===== src/design/hkv_pkg.sv =====
// hkv_pkg: sizes, status codes and the front-to-back event type of the kv store
// depends on nothing; imported by every module of the block
`default_nettype none
package hkv_pkg;

	// store geometry
	localparam int ENTRIES     = 1024;
	localparam int KEY_BYTES   = 32;
	localparam int VALUE_BYTES = 64;

	localparam int SLOT_W = $clog2(ENTRIES);
	localparam int KCNT_W = $clog2(KEY_BYTES + 1);
	localparam int VCNT_W = $clog2(VALUE_BYTES + 1);
	localparam int KIDX_W = $clog2(KEY_BYTES);
	localparam int VIDX_W = (VALUE_BYTES > 1) ? $clog2(VALUE_BYTES) : 1;

	// hash
	localparam logic [31:0] HASH_MUL = 32'd131;
	localparam int HASH_W = 31;

	// event queue between front and back
	localparam int QDEPTH = 4;
	localparam int QPTR_W = $clog2(QDEPTH);

	// result status codes
	localparam logic [1:0] ST_INS  = 2'd0;
	localparam logic [1:0] ST_VAL  = 2'd1;
	localparam logic [1:0] ST_NF   = 2'd2;
	localparam logic [1:0] ST_LONG = 2'd3;

	// one classified input item
	typedef struct packed {
		logic              wr_key;
		logic [KIDX_W-1:0] kidx;
		logic              wr_val;
		logic [VIDX_W-1:0] vidx;
		logic [7:0]        data;
		logic              fin;
		logic              action;
		logic              ovf;
		logic [HASH_W-1:0] hash;
		logic [KCNT_W-1:0] kcnt;
		logic [VCNT_W-1:0] vcnt;
	} evt_t;

endpackage
`default_nettype wire


===== src/design/hkv_queue.sv =====
// hkv_queue: short event queue between front and back
// depends on hkv_pkg
`default_nettype none
module hkv_queue (
	input  wire logic        clk,
	input  wire logic        arst_n,
	input  wire logic        push,
	input  hkv_pkg::evt_t    din,
	output logic             full,
	input  wire logic        pop,
	output hkv_pkg::evt_t    dout,
	output logic             empty
);
	import hkv_pkg::*;

	evt_t              mem_q [QDEPTH];
	logic [QPTR_W-1:0] wp_q, rp_q;
	logic [QPTR_W:0]   cnt_q;

	assign full  = (cnt_q == (QPTR_W+1)'(QDEPTH));
	assign empty = (cnt_q == '0);
	assign dout  = mem_q[rp_q];

	// entry storage
	always_ff @(posedge clk) begin
		if (push && !full) begin
			mem_q[wp_q] <= din;
		end
	end

	// pointers and fill count
	always_ff @(posedge clk or negedge arst_n) begin
		if (!arst_n) begin
			wp_q  <= '0;
			rp_q  <= '0;
			cnt_q <= '0;
		end else begin
			if (push && !full) begin
				wp_q <= wp_q + 1'b1;
			end
			if (pop && !empty) begin
				rp_q <= rp_q + 1'b1;
			end
			cnt_q <= cnt_q + (QPTR_W+1)'(push && !full) - (QPTR_W+1)'(pop && !empty);
		end
	end

endmodule
`default_nettype wire


===== config.mk =====
export PLATFORM = sky130hd
export DESIGN_NAME = hkv_queue
export DESIGN_NICKNAME = d
export VERILOG_FILES = /design/src/design/hkv_pkg.sv /design/src/design/hkv_queue.sv
export SDC_FILE = /design/constraint.sdc
export NUM_CORES = 1
export LEC_CHECK = 0
export ABC_AREA = 1
export BUFFER_PORTS_ARGS = -buffer_cell sky130_fd_sc_hd__buf_2
export CORE_ASPECT_RATIO = 1.1
export CORE_MARGIN = 10
export CORE_UTILIZATION = 55
export DETAILED_ROUTE_END_ITERATION = 10
export PLACE_DENSITY_LB_ADDON = 0.05
export SYNTH_ARGS = -nofsm -noshare
export SYNTH_HDL_FRONTEND = slang
export SYNTH_SLANG_ARGS = --single-unit

===== constraint.sdc =====
create_clock -name clk -period 5.7 [get_ports clk]
set_input_delay 0.285 -clock clk [delete_from_list [all_inputs] [get_ports clk]]
set_output_delay 0.285 -clock clk [all_outputs]
set_load 0.02 [all_outputs]

==> summary.md <==
| Metric | Value |
|---|---|
| Post-route DRC violation count | 0 |
| Number of global-route vias before repair | 7,070 |
| Distinct cell type count after synthesis | 17 |
| Crit end category | primary output |
| Slowest stage delay, CP | 0.85 ns |
| Mean routed wirelength per cell | 16.1 microns |
| Logic depth of the worst register-to-register path | 5 |
| TritonCTS Buffers | 28 |
| Post-synthesis share of cell area spent on full adders, half adders and majority gates | 0.854% |
| Met2 usage | 29.1% |
| Post-route setup slack | 2.63 ns |
| Number of sinks on the clock net | 279 |
| Largest cells by area after synthesis | edfxtp_1, nand2_1, o21ai_0, nor2_1, inv_1 |
| Endpoint with the worst hold slack | rp_q[0] |
| Hold Violations, Final | 0 |
| Number of maximum-capacitance constraint violations | 0 |
| Vertical extent of the die | 169 microns |
| Met1 layer usage reported by global route | 20.9% |
| Number of DRC markers in iteration 0 | 454 |
| Sort of element at the start of the critical path | flip-flop |
| Highest-delay cell along the critical path | dfrtp_4 |
| Post-synthesis to final-layout area growth | 21.0% |
| Clock transition at path regs | 0.06 ns |
| Ordered cell list for the critical path | inv_2, buf_4, o21ai_0, nand2_1, buf_2 |
| Worst r2r dst | mem_q[0][55] |
| Peak VDD IR | 0.000350 V |
| Clock Latency Late Sink | 0.53 ns |
| Gp weighted congestion | 0.739 |
| Antenna violations before repair | 1 |
| All-layer global routing usage | 16.8% |
| Area fraction in compound gates after synthesis | 6.12% |
| Path type of the worst min-delay path | input port to flip-flop |
| Drt first pass iters | 5 |
| Setup skew after layout | 0.00507 ns |
| # rows | 54 |
| Share of synthesized area occupied by flip-flops and latches | 75.0% |
| Gate Count Post-Synth | 920 |
| Remaining global-route overflow | 0 |
| First-pass GRT wire length | 36.2 mm |
| Number of nets produced by synthesis | 999 |
| Final setup violation count | 0 |
| RSZ-0062 raised after global routing | no |
| Final-stage net count | 1,202 |
| Avg Cell Area, Syn | 12.1 sq um |
| Leakage power figure | 0.00546 uW |
| Required time of the worst setup path | 5.41 ns |
| Number of vias in the routed layout | 7,035 |
| Count of nets left with antenna violations after detail routing | 0 |
| Share of synthesized cell area in and, or, nand and nor gates | 12.5% |
| Cell chosen for the clock root | clkbuf_16 |
| Starting density of the core | 56.0% |
| Rel. slew slack | 21.6% |
| Number of H-tree levels | 1 |
| Die area | 0.0263 sq mm |
| Largest driver fanout on the critical path | 69 |
| Final cycle utilization of the critical path | 53.8% |
| Worst Min Path Start | pop |
| Instance count along the most critical hold path | 3 |
| Yosys top cell area share | 73.4% |
| Least-Margin Pin Slew | 1.18 ns |
| Buffers added on ports | 141 |
| Maximum number of pins on one net before global-route repair | 112 |
| Outcome | complete, no violations |
| Total half-perimeter wirelength after legalization and detailed placement | 13.1 mm |
| CTS tree | done |
| Horizontal die dimension | 156 microns |
| Total of warnings raised by yosys | 0 |
| Maximum clock path buffer count | 3 |
| Cell area after synthesis | 0.0111 sq mm |
| Critical register-to-register path startpoint | cnt_q[1] |
| Post-place setup slack | 2.95 ns |
| Largest area contributor in the netlist | edfxtp_1 |
| Final TNS setup | 0 ns |
| Area share of xor/xnor cells in the synthesized design | 0% |
| I/O Pins | 142 |
| Main combinational cell family by area after synthesis | simple AND/OR/NAND/NOR gates |
| Total Routed Length | 22.5 mm |
| Most Crowded Layer GR | met2 |
| Fraction of final layout cells sized beyond drive strength 1 | 16.6% |
| Share of synthesized area spent on multiplexers | 0% |
| Met3 layer usage reported by global route | 3.45% |
| Vias/cell | 5.04 |
| Flop2flop setup slack | 3.01 ns |
| Post-layout min period | 3.07 ns |
| Count of pins over their slew limit | 0 |
| Critical Setup Path Class | flip-flop to primary output |
| Arrival @ worst endpoint | 2.78 ns |
| Fmax achieved | 326 MHz |
| Area of the core | 0.0199 sq mm |
| Power per unit of standard cell area | 518 mW/mm^2 |
| Post-synthesis register bit count | 279 |
-- critical path: cells and delay by family, from the launching register on --
kind	cells	cell delay (ns)
DFF	1	0.85
and+or+nand+nor	1	0.09
AOI/OAI and AO/OA	1	0.28
buffers and inverters	3	1.01
-- area by class of cell --
cell class / instances / area, sq um
repair buffers: 218 / 1460
clock buffers: 37 / 756
clock inverters: 10 / 67.6
multi-input cells: 512 / 2200
inverters: 84 / 318
flip-flops and latches: 279 / 8350
fillers: 1478 / 6390
diodes: 4 / 10.0
well taps: 252 / 315
-- per-stage QoR --
stage / instance area [sq um] / hold slack [ns] / utilization (%) / power [uW] / cells
floorplan: 11100 / -0.0106 / - / 4650 / 920
global placement: 11900 / 0.139 / 60.1 / 5330 / 1276
detailed placement: 11900 / 0.137 / 60.1 / 5370 / 1276
CTS: 13500 / 0.0481 / 67.8 / 7070 / 1392
global route: 13500 / 0.0678 / 67.8 / 7430 / 1396
finish: 13500 / 0.0772 / 67.8 / 6980 / 1396
-- flip-flops by register name, indices dropped and copies added, names as in the netlist --
signal and flops:
cnt_q 3, rp_q 2, mem_q 272, wp_q 2
-- layer usage --
metal  wire, microns  vias to the layer above
met5               0                        -
met4             437                        0
met3            1280                       40
met2           11400                      150
met1            9390                     3347
li1                -                     3498
-- synth_stat cells --
| cell | n |
|---|---|
| nor2_1 | 141 |
| fa_1 | 1 |
| clkbuf_1 | 16 |
| buf_1 | 1 |
| inv_1 | 83 |
| buf_4 | 4 |
| buf_6 | 14 |
| ha_1 | 6 |
| inv_2 | 1 |
| nand3_1 | 4 |
| nand2_1 | 223 |
| dfrtp_1 | 7 |
| buf_2 | 10 |
| o21ai_1 | 8 |
| nand3b_1 | 1 |
| edfxtp_1 | 272 |
| o21ai_0 | 128 |
-- layout by cell type, fill, tap and decap left out --
| cell type | count |
|---|---|
| buf_2 | 141 |
| buf_4 | 8 |
| bufinv_16 | 1 |
| clkbuf_1 | 8 |
| clkbuf_16 | 29 |
| clkinv_1 | 6 |
| clkinv_2 | 3 |
| dfrtp_1 | 6 |
| dfrtp_4 | 1 |
| diode_2 | 4 |
| dlygate4sd3_1 | 69 |
| edfxtp_1 | 272 |
| fa_1 | 1 |
| ha_1 | 6 |
| inv_1 | 82 |
| inv_2 | 1 |
| inv_4 | 1 |
| nand2_1 | 223 |
| nand3_1 | 4 |
| nand3b_1 | 1 |
| nor2_1 | 137 |
| nor2_4 | 4 |
| o21ai_0 | 128 |
| o21ai_1 | 8 |
-- logic make-up (layout without fill, tap and decap cells) --
group / Yosys count / after routing
simple gates: 369 / 369
flops: 279 / 279
compound gates: 136 / 136
buf+inv: 129 / 349
fa+ha+maj: 7 / 7
other cells: 0 / 4
-- where the power goes --
group	total [uW]	switching [uW]	internal, uW
registers	2850	150	2700
clock network	1660	696	964
logic	2470	1760	710
-- worst max path at each step --
stage                         from            to  cells past startpoint
after CTS                  rp_q[0]      dout[26]                      5
after floorplan           cnt_q[1]   mem_q[0][0]                      4
after detailed placement  cnt_q[1]  mem_q[0][60]                      5
final                      rp_q[0]      dout[26]                      5
after global routing       rp_q[0]      dout[65]                      5
after global placement    cnt_q[1]  mem_q[0][58]                      5
-- timing repair --
action,4_1_cts,5_1_grt
hold buffers,69,0
buffers inserted,0,0
gates resized for setup,0,0
endpoints found under the hold margin,279,0
Power figures use the tool's default switching activity.
