### config.mk
export PLATFORM = sky130hd
export DESIGN_NAME = hkv_front
export DESIGN_NICKNAME = d
export VERILOG_FILES = /design/src/design/hkv_pkg.sv /design/src/design/hkv_front.sv
export SDC_FILE = /design/constraint.sdc
export NUM_CORES = 1
export LEC_CHECK = 0
export BUFFER_PORTS_ARGS = -buffer_cell sky130_fd_sc_hd__buf_2
export CELL_PAD_IN_SITES_DETAIL_PLACEMENT = 0
export CELL_PAD_IN_SITES_GLOBAL_PLACEMENT = 2
export CORE_MARGIN = 2
export CORE_UTILIZATION = 38
export CTS_CLUSTER_DIAMETER = 50
export DETAILED_ROUTE_END_ITERATION = 10
export PLACE_DENSITY_LB_ADDON = 0.1
export SYNTH_ARGS = -nofsm -noshare
export SYNTH_HDL_FRONTEND = slang
export SYNTH_SLANG_ARGS = --single-unit
### constraint.sdc
create_clock -name clk -period 7.37 [get_ports clk]
set_input_delay 0.3685 -clock clk [delete_from_list [all_inputs] [get_ports clk]]
set_output_delay 0.3685 -clock clk [all_outputs]
set_load 0.05 [all_outputs]
### src/design/hkv_pkg.sv
// hkv_pkg: sizes, status codes and the front-to-back event type of the kv store
// depends on nothing; imported by every module of the block
`default_nettype none
package hkv_pkg;

	// store geometry
	localparam int ENTRIES     = 1024;
	localparam int KEY_BYTES   = 32;
	localparam int VALUE_BYTES = 64;

	localparam int SLOT_W = $clog2(ENTRIES);
	localparam int KCNT_W = $clog2(KEY_BYTES + 1);
	localparam int VCNT_W = $clog2(VALUE_BYTES + 1);
	localparam int KIDX_W = $clog2(KEY_BYTES);
	localparam int VIDX_W = (VALUE_BYTES > 1) ? $clog2(VALUE_BYTES) : 1;

	// hash
	localparam logic [31:0] HASH_MUL = 32'd131;
	localparam int HASH_W = 31;

	// event queue between front and back
	localparam int QDEPTH = 4;
	localparam int QPTR_W = $clog2(QDEPTH);

	// result status codes
	localparam logic [1:0] ST_INS  = 2'd0;
	localparam logic [1:0] ST_VAL  = 2'd1;
	localparam logic [1:0] ST_NF   = 2'd2;
	localparam logic [1:0] ST_LONG = 2'd3;

	// one classified input item
	typedef struct packed {
		logic              wr_key;
		logic [KIDX_W-1:0] kidx;
		logic              wr_val;
		logic [VIDX_W-1:0] vidx;
		logic [7:0]        data;
		logic              fin;
		logic              action;
		logic              ovf;
		logic [HASH_W-1:0] hash;
		logic [KCNT_W-1:0] kcnt;
		logic [VCNT_W-1:0] vcnt;
	} evt_t;

endpackage
`default_nettype wire

### src/design/hkv_front.sv
// hkv_front: accepts items, runs the hash and byte counts, classifies each item
// depends on hkv_pkg
`default_nettype none
module hkv_front (
	input  wire logic        clk,
	input  wire logic        arst_n,
	input  wire logic        push,
	input  wire logic        action,
	input  wire logic        part,
	input  wire logic [7:0]  data_byte,
	input  wire logic        last,
	input  wire logic        q_full,
	output logic             q_push,
	output hkv_pkg::evt_t    q_data
);
	import hkv_pkg::*;

	logic [31:0]       hash_q, hash_n;
	logic [KCNT_W-1:0] kcnt_q, kcnt_n;
	logic [VCNT_W-1:0] vcnt_q, vcnt_n;
	logic              kend_q, kend_n, vend_q, vend_n, ovf_q, ovf_n;
	logic              acc;

	assign acc    = push && !q_full;
	assign q_push = acc;

	// classify the item and work out the next request state
	always_comb begin
		hash_n = hash_q;
		kcnt_n = kcnt_q;
		vcnt_n = vcnt_q;
		kend_n = kend_q;
		vend_n = vend_q;
		ovf_n  = ovf_q;
		q_data = '0;
		if (!part) begin
			if (!kend_q) begin
				if (data_byte == 8'd0) begin
					kend_n = 1'b1;
				end else begin
					hash_n = hash_q * HASH_MUL + {24'd0, data_byte};
					if (kcnt_q < KCNT_W'(KEY_BYTES)) begin
						q_data.wr_key = 1'b1;
						q_data.kidx   = kcnt_q[KIDX_W-1:0];
						kcnt_n        = kcnt_q + 1'b1;
					end else begin
						ovf_n = 1'b1;
					end
				end
			end
		end else begin
			if (!vend_q) begin
				if (data_byte == 8'd0) begin
					vend_n = 1'b1;
				end else if (vcnt_q < VCNT_W'(VALUE_BYTES)) begin
					q_data.wr_val = 1'b1;
					q_data.vidx   = vcnt_q[VIDX_W-1:0];
					vcnt_n        = vcnt_q + 1'b1;
				end
			end
		end
		q_data.data   = data_byte;
		q_data.fin    = last;
		q_data.action = action;
		q_data.ovf    = ovf_n;
		q_data.hash   = hash_n[HASH_W-1:0];
		q_data.kcnt   = kcnt_n;
		q_data.vcnt   = vcnt_n;
	end

	// request state, cleared after the last item
	always_ff @(posedge clk or negedge arst_n) begin
		if (!arst_n) begin
			hash_q <= '0;
			kcnt_q <= '0;
			vcnt_q <= '0;
			kend_q <= 1'b0;
			vend_q <= 1'b0;
			ovf_q  <= 1'b0;
		end else if (acc) begin
			if (last) begin
				hash_q <= '0;
				kcnt_q <= '0;
				vcnt_q <= '0;
				kend_q <= 1'b0;
				vend_q <= 1'b0;
				ovf_q  <= 1'b0;
			end else begin
				hash_q <= hash_n;
				kcnt_q <= kcnt_n;
				vcnt_q <= vcnt_n;
				kend_q <= kend_n;
				vend_q <= vend_n;
				ovf_q  <= ovf_n;
			end
		end
	end

endmodule
`default_nettype wire

==> impl_metrics.py <==
metrics = {
    "yosys": {
        "ys_ff_latch": 47,
        "yosysSeqAreaShare_pct": 18.5,
        "yosysMostFrequentCell": "inv_1",
        "synth_top_area_share_pct": 22.1,
        "syn_area_sq_um": 6340,
        "synthesis.nets": 936,
        "synth.avg_cell_area_sq_um": 8.14,
        "synth_area_leader_cell": "ha_1",
        "synthArstFlopShare_pct": 100,
        "synth_area_leaders": "ha_1, dfrtp_1, fa_1, inv_1, nand2_1",
        "synth_edf_count": 0,
        "synth_commonest_cells": "inv_1, ha_1, nand2_1, o21ai_0, dfrtp_1",
        "syn-instance-count": 779,
        "synth_warnings": 0,
        "synth.distinct_cells": 60,
        "ys.flop_type": "dfrtp_1",
    },
    "timing": {
        "finalMaxSlewViolations": 0,
        "max-slew-margin-rel_pct": 41.1,
        "rsz0062_at_grt": "no",
        "whs_ns": 0.184,
        "fin_ws_ns": 2.33,
        "hold_viol": 0,
        "final-setup-viol-count": 0,
        "fmax_mhz": 199,
        "fin_crit_ns": 5.04,
        "fin_crit_sh_pct": 68.4,
        "clock_skew_ns": 0.0159,
        "worstMarginPinSlew_ns": 0.884,
        "setup_tns_ns": 0,
    },
    "clock_network": {
        "cts-buffers-inserted": 5,
        "clock_sinks": 47,
        "clk_path_buf_depth": 2,
        "postCtsSetupBuffers": 0,
        "cts_max_level": 2,
        "insertion_delay_ns": 0.32,
        "cts_tree": "yes",
        "ctsResizeCount": 0,
        "clkSlewWorstSetupHoldPaths_ns": 0.08,
        "clk_root_buffer_cell": "clkbuf_16",
        "cts_hold_buf": 0,
    },
    "floorplanning": {
        "fp.dieArea_sq_um": 17700,
        "die_width_microns": 133,
        "start_util_pct": 38.5,
        "rows": 47,
        "core_area_sq_um": 16500,
        "fp.dieH_microns": 133,
        "ios": 84,
    },
    "global_routing": {
        "grt_antenna_before_repair": 0,
        "grt-ovfl-total": 0,
        "grt_pass1_vias": 5613,
        "grt_usage_pct": 21.8,
        "grt_pass1_wl_mm": 30.1,
        "grt_max_degree": 52,
    },
    "placement": {
        "hpwlAfterDp_mm": 14.3,
        "place_ws_ns": 2.70,
        "io_buffers": 81,
        "place_congestion": 0.865,
    },
    "final_layout": {
        "nFillCells": 1757,
        "layout-drive-gt1-share_pct": 13.4,
        "fin_util_pct": 42.6,
        "n_antenna_cell": 0,
        "syn_to_final_growth_pct": 10.7,
        "finalNetCount": 991,
    },
    "critical_path": {
        "path_class": "flip-flop to output port",
        "startpoint": "hash_q[6]$_DFFE_PN0P_",
        "path_cells": "inv_1, fa_1, inv_1, ha_1, ha_1, ha_1, ha_1, nand3_1, o22ai_1, nor3_1, o31ai_1, a31oi_1, xor2_1, o21ai_0, buf_2",
        "required_ns": 7.00,
        "crit_path_frequent_cell": "ha_1",
        "timing.rr.start": "hash_q[6]$_DFFE_PN0P_",
        "worstPathArrival_ns": 4.67,
        "critical_path.top_delay_family": "adder cells",
        "crit_path_end_kind": "output port",
        "startpoint_type": "flip-flop",
        "critical-path-slowest-cell": "fa_1",
        "crit_path_max_incr_delay_ns": 0.51,
        "path_max_fanout": 5,
        "crit_buf_inv": 3,
    },
    "min_path": {
        "min_path_type": "input port to asynchronous set/reset pin",
    },
    "detailed_routing": {
        "drt-vias-per-instance": 5.28,
        "drt-total-wl_mm": 18.5,
        "postRouteAntennaNets": 0,
        "drc": 0,
        "via_count": 5573,
        "wl_per_cell_microns": 17.6,
        "firstDrtPassIters": 5,
        "drtIter0Drc": 315,
    },
    "status": {
        "outcome": "finished clean",
    },
    "run": {
        "drv_cap": 0,
    },
}
[worst register-to-register path, delay by kind of cell, from the launching register on]
kind                       cells  cell delay, ns
buffers and inverters          2            0.17
xor gates and xnor gates       1            0.25
AOI/OAI and AO/OA              5            1.26
adders and majority gates      5            1.85
and+or+nand+nor                1            0.09
DFF                            1            0.47
[per-stage QoR]
stage | std cells | instance area [sq um]
2_1_floorplan | 779 | 6340
3_3_place_gp | 1047 | 6850
3_5_place_dp | 1047 | 6850
4_1_cts | 1055 | 7020
5_1_grt | 1055 | 7020
6_report | 1055 | 7020
[metal layers]
metal,wire length [microns],track usage [%],vias to the layer above
li1,-,-,2737
met1,8700,29.8,2644
met2,8430,35.3,173
met3,1110,4.87,19
met4,271,5.14,0
met5,0,0,-
[placed cells by master, fill, tap and decap left out, drive strengths merged, types with 6 or more instances in the layout]
master	n
o21ai	66
o221ai	7
o31ai	13
nand2b	6
and3	20
inv	141
nand3	10
nor2	23
dfrtp	47
buf	86
a21oi	35
xnor2	18
ha	112
and2	7
a22o	10
xor2	17
a31oi	6
a21o	12
o211ai	6
nor3	14
fa	30
nand2	93
[cell families after synthesis]
logic type / share of synthesized area (%)
simple gates: 13.7
buf+inv: 11.7
mux: 0.848
flops: 18.5
xor+xnor: 4.83
compound gates: 18.8
fa+ha+maj: 31.6
[final cells by class]
type                       count  area [sq um]  area share, %
clock buffer                   5           125           1.78
timing repair buffer          86           443           6.31
sequential                    47          1180           16.7
inverter                     140           526           7.48
clock inverter                 3          46.3          0.659
tap                          220           275           3.92
multi-input combinational    554          4430           63.1
[sequential cells by signal, indices dropped and copies added, names as in the netlist]
register	count
vcnt_q	7
kend_q	1
ovf_q	1
kcnt_q	6
hash_q	31
vend_q	1
[final timing paths]
kind,end,slack (ns),cells past startpoint
max,q_data[41],2.33,15
min,vcnt_q[2]$_DFFE_PN0P_,0.18,2
max reg2reg,hash_q[29]$_DFFE_PN0P_,3.14,14
min reg2reg,vend_q$_DFFE_PN0P_,0.50,2
max in group asynchronous,hash_q[17]$_DFFE_PN0P_,6.68,2
min in group clk,vend_q$_DFFE_PN0P_,0.36,3
Power is left out: the tool's default activity adds up to more than one toggle a clock period on the data nets, which glitch-free logic cannot reach.
